--- config.mk ---
export PLATFORM = sky130hd
export DESIGN_NAME = scwm_ctrl
export DESIGN_NICKNAME = d
export VERILOG_FILES = /design/src/rtl/scwm_pkg.sv /design/src/rtl/scwm_ctrl.sv
export SDC_FILE = /design/constraint.sdc
export NUM_CORES = 1
export LEC_CHECK = 0
export BUFFER_PORTS_ARGS = -buffer_cell sky130_fd_sc_hd__buf_2
export CORE_MARGIN = 1.5
export CORE_UTILIZATION = 40
export CTS_CLUSTER_DIAMETER = 200
export CTS_CLUSTER_SIZE = 25
export DETAILED_ROUTE_END_ITERATION = 16
export PLACE_DENSITY = 0.62
export SKIP_CTS_REPAIR_TIMING = 1
export SLEW_MARGIN = 20
export SYNTH_ARGS = -nofsm -noshare
export SYNTH_HDL_FRONTEND = slang
export SYNTH_SLANG_ARGS = --single-unit
--- constraint.sdc ---
create_clock -name clock -period 2 [get_ports clock]
set_clock_uncertainty 0.2 [all_clocks]
set_input_delay 0 -clock clock [delete_from_list [all_inputs] [get_ports clock]]
set_output_delay 0 -clock clock [all_outputs]
set_load 0.01 [all_outputs]
--- src/rtl/scwm_pkg.sv ---
// ----------------------------------------------------------------------------
// scwm_pkg
// shared types and constants of the stereo correlation and width meter
// ----------------------------------------------------------------------------
package scwm_pkg;

   localparam int SAMPLE_W   = 24;
   localparam int CORR_W     = 16;
   localparam int WIDTH_W    = 16;
   localparam int CROSS_W    = 60;
   localparam int SQ_W       = 59;
   localparam int DIFF_W     = 61;
   localparam int MAG_W      = 60;
   localparam int PROD_W     = 120;
   localparam int CNT_W      = 6;
   localparam int MUL_STEPS  = 60;
   localparam int DIV_STEPS  = 30;
   localparam int SQRT_STEPS = 15;
   localparam int WDIV_STEPS = 15;

   localparam logic [CORR_W-1:0]  CORR_ONE  = 16'h7FFF;
   localparam logic [WIDTH_W-1:0] WIDTH_ONE = 16'h8000;

   typedef enum logic [3:0] {
      ST_IDLE,
      ST_ACCUM,
      ST_MONO,
      ST_SETUP,
      ST_MUL,
      ST_DIVI,
      ST_DIV,
      ST_SQRT,
      ST_DONE
   } state_type;

   typedef struct packed {
      logic load_prod;
      logic accum;
      logic setup;
      logic mul_step;
      logic wdiv_step;
      logic div_init;
      logic div_step;
      logic sqrt_step;
      logic out_stereo;
      logic out_mono;
   } cmd_type;

   typedef struct packed {
      logic last;
      logic mono;
      logic out_busy;
   } status_type;

endpackage

--- src/rtl/scwm_ctrl.sv ---
// ----------------------------------------------------------------------------
// scwm_ctrl
// controller: sequences accumulation and the end-of-block computation
// ----------------------------------------------------------------------------
module scwm_ctrl (
   input  logic                 clock,
   input  logic                 reset,
   input  logic                 req_valid,
   output logic                 req_ready,
   input  scwm_pkg::status_type status,
   output scwm_pkg::cmd_type    cmd
);
   import scwm_pkg::*;

   state_type        state_ff, state_in;
   logic [CNT_W-1:0] cnt_ff, cnt_in;

   always_ff @(posedge clock) begin
      if (reset) begin
         state_ff <= ST_IDLE;
         cnt_ff   <= '0;
      end else begin
         state_ff <= state_in;
         cnt_ff   <= cnt_in;
      end
   end

   // next state
   always_comb begin
      state_in = state_ff;
      cnt_in   = cnt_ff;
      case (state_ff)
         ST_IDLE: begin
            if (req_valid) begin
               state_in = ST_ACCUM;
            end
         end
         ST_ACCUM: begin
            if (!status.last) begin
               state_in = ST_IDLE;
            end else if (status.mono) begin
               state_in = ST_MONO;
            end else begin
               state_in = ST_SETUP;
            end
         end
         ST_MONO: begin
            if (!status.out_busy) begin
               state_in = ST_IDLE;
            end
         end
         ST_SETUP: begin
            state_in = ST_MUL;
            cnt_in   = CNT_W'(MUL_STEPS - 1);
         end
         ST_MUL: begin
            if (cnt_ff == '0) begin
               state_in = ST_DIVI;
            end else begin
               cnt_in = cnt_ff - 1'b1;
            end
         end
         ST_DIVI: begin
            state_in = ST_DIV;
            cnt_in   = CNT_W'(DIV_STEPS - 1);
         end
         ST_DIV: begin
            if (cnt_ff == '0) begin
               state_in = ST_SQRT;
               cnt_in   = CNT_W'(SQRT_STEPS - 1);
            end else begin
               cnt_in = cnt_ff - 1'b1;
            end
         end
         ST_SQRT: begin
            if (cnt_ff == '0) begin
               state_in = ST_DONE;
            end else begin
               cnt_in = cnt_ff - 1'b1;
            end
         end
         ST_DONE: begin
            if (!status.out_busy) begin
               state_in = ST_IDLE;
            end
         end
         default: begin
            state_in = ST_IDLE;
         end
      endcase
   end

   // outputs
   always_comb begin
      cmd        = '0;
      req_ready  = 1'b0;
      case (state_ff)
         ST_IDLE: begin
            req_ready     = 1'b1;
            cmd.load_prod = req_valid;
         end
         ST_ACCUM: cmd.accum    = 1'b1;
         ST_MONO:  cmd.out_mono = !status.out_busy;
         ST_SETUP: cmd.setup    = 1'b1;
         ST_MUL: begin
            cmd.mul_step  = 1'b1;
            cmd.wdiv_step = cnt_ff >= CNT_W'(MUL_STEPS - WDIV_STEPS);
         end
         ST_DIVI:  cmd.div_init   = 1'b1;
         ST_DIV:   cmd.div_step   = 1'b1;
         ST_SQRT:  cmd.sqrt_step  = 1'b1;
         ST_DONE:  cmd.out_stereo = !status.out_busy;
         default: begin
            cmd = '0;
         end
      endcase
   end

   a_mul_count: assert property (@(posedge clock) disable iff (reset)
      (state_ff == ST_MUL) |-> (cnt_ff < CNT_W'(MUL_STEPS)))
      else $error("multiplier step count out of range");
   a_last_computes: assert property (@(posedge clock) disable iff (reset)
      (state_ff == ST_ACCUM && status.last) |=> (state_ff != ST_IDLE))
      else $error("block end skipped result");
   a_no_accept_busy: assert property (@(posedge clock) disable iff (reset)
      (state_ff != ST_IDLE) |-> !cmd.load_prod)
      else $error("sample taken during computation");

endmodule

==> results.cfg <==
[critical_path]
rrSetupSlack_ps = 100
worst_r2r_path_depth = 5
cp-end-kind = flop
critPathKind = flop to flop
critical_path_required_ps = 2000
r2r_start = cnt_ff[0]
r2r-end = state_ff[1]
cp.arrival_ps = 1900
path_max_fanout = 11
start_kind = flop

[run]
cap_viol_max_count = 0

[timing]
period_share = 0.9494
period_minus_slack_ps = 1899
finalHoldViolations = 0
slew_violations = 0
tightest_slew_ps = 470.0
finalSetupTns_ps = 0
holdWs_ps = 121.6
finalSetupViolations = 0
fin_ws_ps = 101.2
max_freq_mhz = 526.6
relSlewSlack = 0.6862
rsz0062_at_grt = false

[die]
start_util = 0.4431
coreArea_mm2 = 0.001802
ios = 17
die_w_um = 47.67
dieArea_mm2 = 0.002272
num_rows = 15
chipHeight_um = 47.67

[routing]
met1Wirelength_mm = 1.085
drc = 0
wl_per_cell_um = 14.23
met3_length_um = 124
drtIter0Drc = 50
wirelength_mm = 2.220
ant_nets = 0
vias = 893
drtPass1Iterations = 4
vias_per_cell = 5.724
topRoutingLayerUsed = met4
routed-wl-met2_um = 987

[place]
dpl.cell_count = 148
port_buffers = 16
place_ws_ps = 132.4
place_hpwl_mm = 1.660
place_congestion = 0.8784

[hold_path]
hold_end = cmd[9]
holdCritPathClass = input port to output pin
min_path_cells = 3
hp-start = req_valid

[pwr]
leakage_uw = 0.0004222
power_uw = 575.8
p_per_area_mw_per_mm2 = 576.0
ir_worst_vdd_mv = 0.3235

[logic_synthesis]
netlist_area_um2 = 798.3
synth_top_area_share = 0.2508
postSynthAreaPerCell_um2 = 7.324
synth_top_cell_by_area = dfxtp_1
synth_cell_types = 36
synthesis.nets = 117
synthTopCellsByArea = dfxtp_1 (25%), nand2b_1 (5.5%), nor2_1 (5.2%)
synth-seq-area-share = 0.2508
synthCells = 109
synth-seq-cells = 10
ys_warn_count = 0

[clocking]
insertion_delay_ps = 280
clkTransAtPathRegs_ps = 80
cts_tree = yes
numCtsBuffers = 3
numClockSinks = 10
clock-root-buffer = clkbuf_4
clock_path_buffers = 2
cts_max_level = 1

[global_route]
grt_pass1_wl_mm = 3.615
grt_antenna_before_repair = 0
grt_pass1_vias = 745
gr-total-overflow = 0
groute.usage.overall = 0.2314
grt_max_degree = 16

[final_layout]
synthToLayoutAreaGrowth_pct = 25.24
nFillCells = 180
fin_nets = 140
final-instance-count-excl-fill = 156
drive_above_1_share = 0.2595
diodes = 0

[outcome]
status = finished clean
how the worst max path moves through the flow:
| stage | startpoint | end | slack (ps) |
|---|---|---|---|
| after floorplan | cnt_ff[0] | cnt_ff[0] | 250 |
| after global placement | cnt_ff[0] | state_ff[1] | 190 |
| after detailed placement | cnt_ff[0] | state_ff[1] | 130 |
| after CTS | cnt_ff[0] | state_ff[1] | 110 |
| after global routing | cnt_ff[0] | state_ff[1] | 10 |
| final | cnt_ff[0] | state_ff[1] | 100 |
critical path, cell delays in order (launching register included):
cell,delay [ps]
dfxtp_1,350
inv_1,90
ha_1,410
a21oi_2,140
o32a_1,390
o32ai_2,250
cells in the mapped netlist, drive strengths merged:
cell type	number
nand3b	1
clkbuf	7
mux2i	1
nand2b	7
dfxtp	10
o22ai	1
mux2	1
nor3	7
or2	2
nand4	1
a21o	1
a21oi	3
a31o	1
nand2	9
buf	1
a211oi	4
ha	2
o21ai	3
inv	8
a221oi	4
and2	1
a22oi	1
a31oi	4
nor3b	3
o221ai	1
nor2b	1
nand3	4
o32a	1
o32ai	1
o211ai	1
and4	1
a32oi	1
nor2	11
nor4	4
report_power, final:
part	internal, µW	leakage [µW]	switching, µW	total (µW)
Combinational	67.8	0.000320	87.2	155
Clock	111	0.0000210	82.5	193
Sequential	208	0.0000811	19.5	228
cell families (layout without fill, tap and decap cells):
family | count (synthesis) | count (layout) | share of synthesized area
buffers and inverters | 16 | 38 | 0.07680
multiplexers | 2 | 2 | 0.02665
AND/OR/NAND/NOR | 52 | 52 | 0.3574
flip-flops | 10 | 10 | 0.2508
AO/OA/AOI/OAI | 27 | 27 | 0.2571
adder cells (fa/ha/maj) | 2 | 2 | 0.03134
stage by stage:
| stage | instance area (µm²) | util |
|---|---|---|
| after global placement | 923.4 | 0.5125 |
| after detailed placement | 923.4 | 0.5125 |
| final | 999.7 | 0.5549 |
| after floorplan | 798.3 | - |
| after global routing | 999.7 | 0.5549 |
| after CTS | 959.7 | 0.5326 |
placed cells by master (no fill, tap or decap), types with 4 or more instances in the layout:
cell type	count
a211oi_1	4
a221oi_1	4
a31oi_1	4
buf_2	16
buf_4	6
dfxtp_1	10
dlygate4sd3_1	4
inv_1	8
nand2_1	9
nand2b_1	7
nand3_1	4
nor2_1	11
nor3_1	7
sequential cells by signal, indices dropped and copies added, names as in the netlist:
| name | cells |
|---|---|
| state_ff | 4 |
| cnt_ff | 6 |
cell type report:
type                    instances  area [µm²]  area share
well taps                      25       31.28     0.03129
inverters                       8       30.03     0.03004
multi-input cells              83       536.8      0.5369
clock buffers                   4       36.28     0.03630
flip-flops and latches         10       200.2      0.2003
repair buffers                 26       165.2      0.1652
routing by layer:
layer	up-vias	global-route usage
li1	446	-
met1	419	0.3424
met2	26	0.3324
met3	2	0.05660
met4	0	0.06486
met5	-	0
Note: power is estimated with default switching activity, not from simulation.
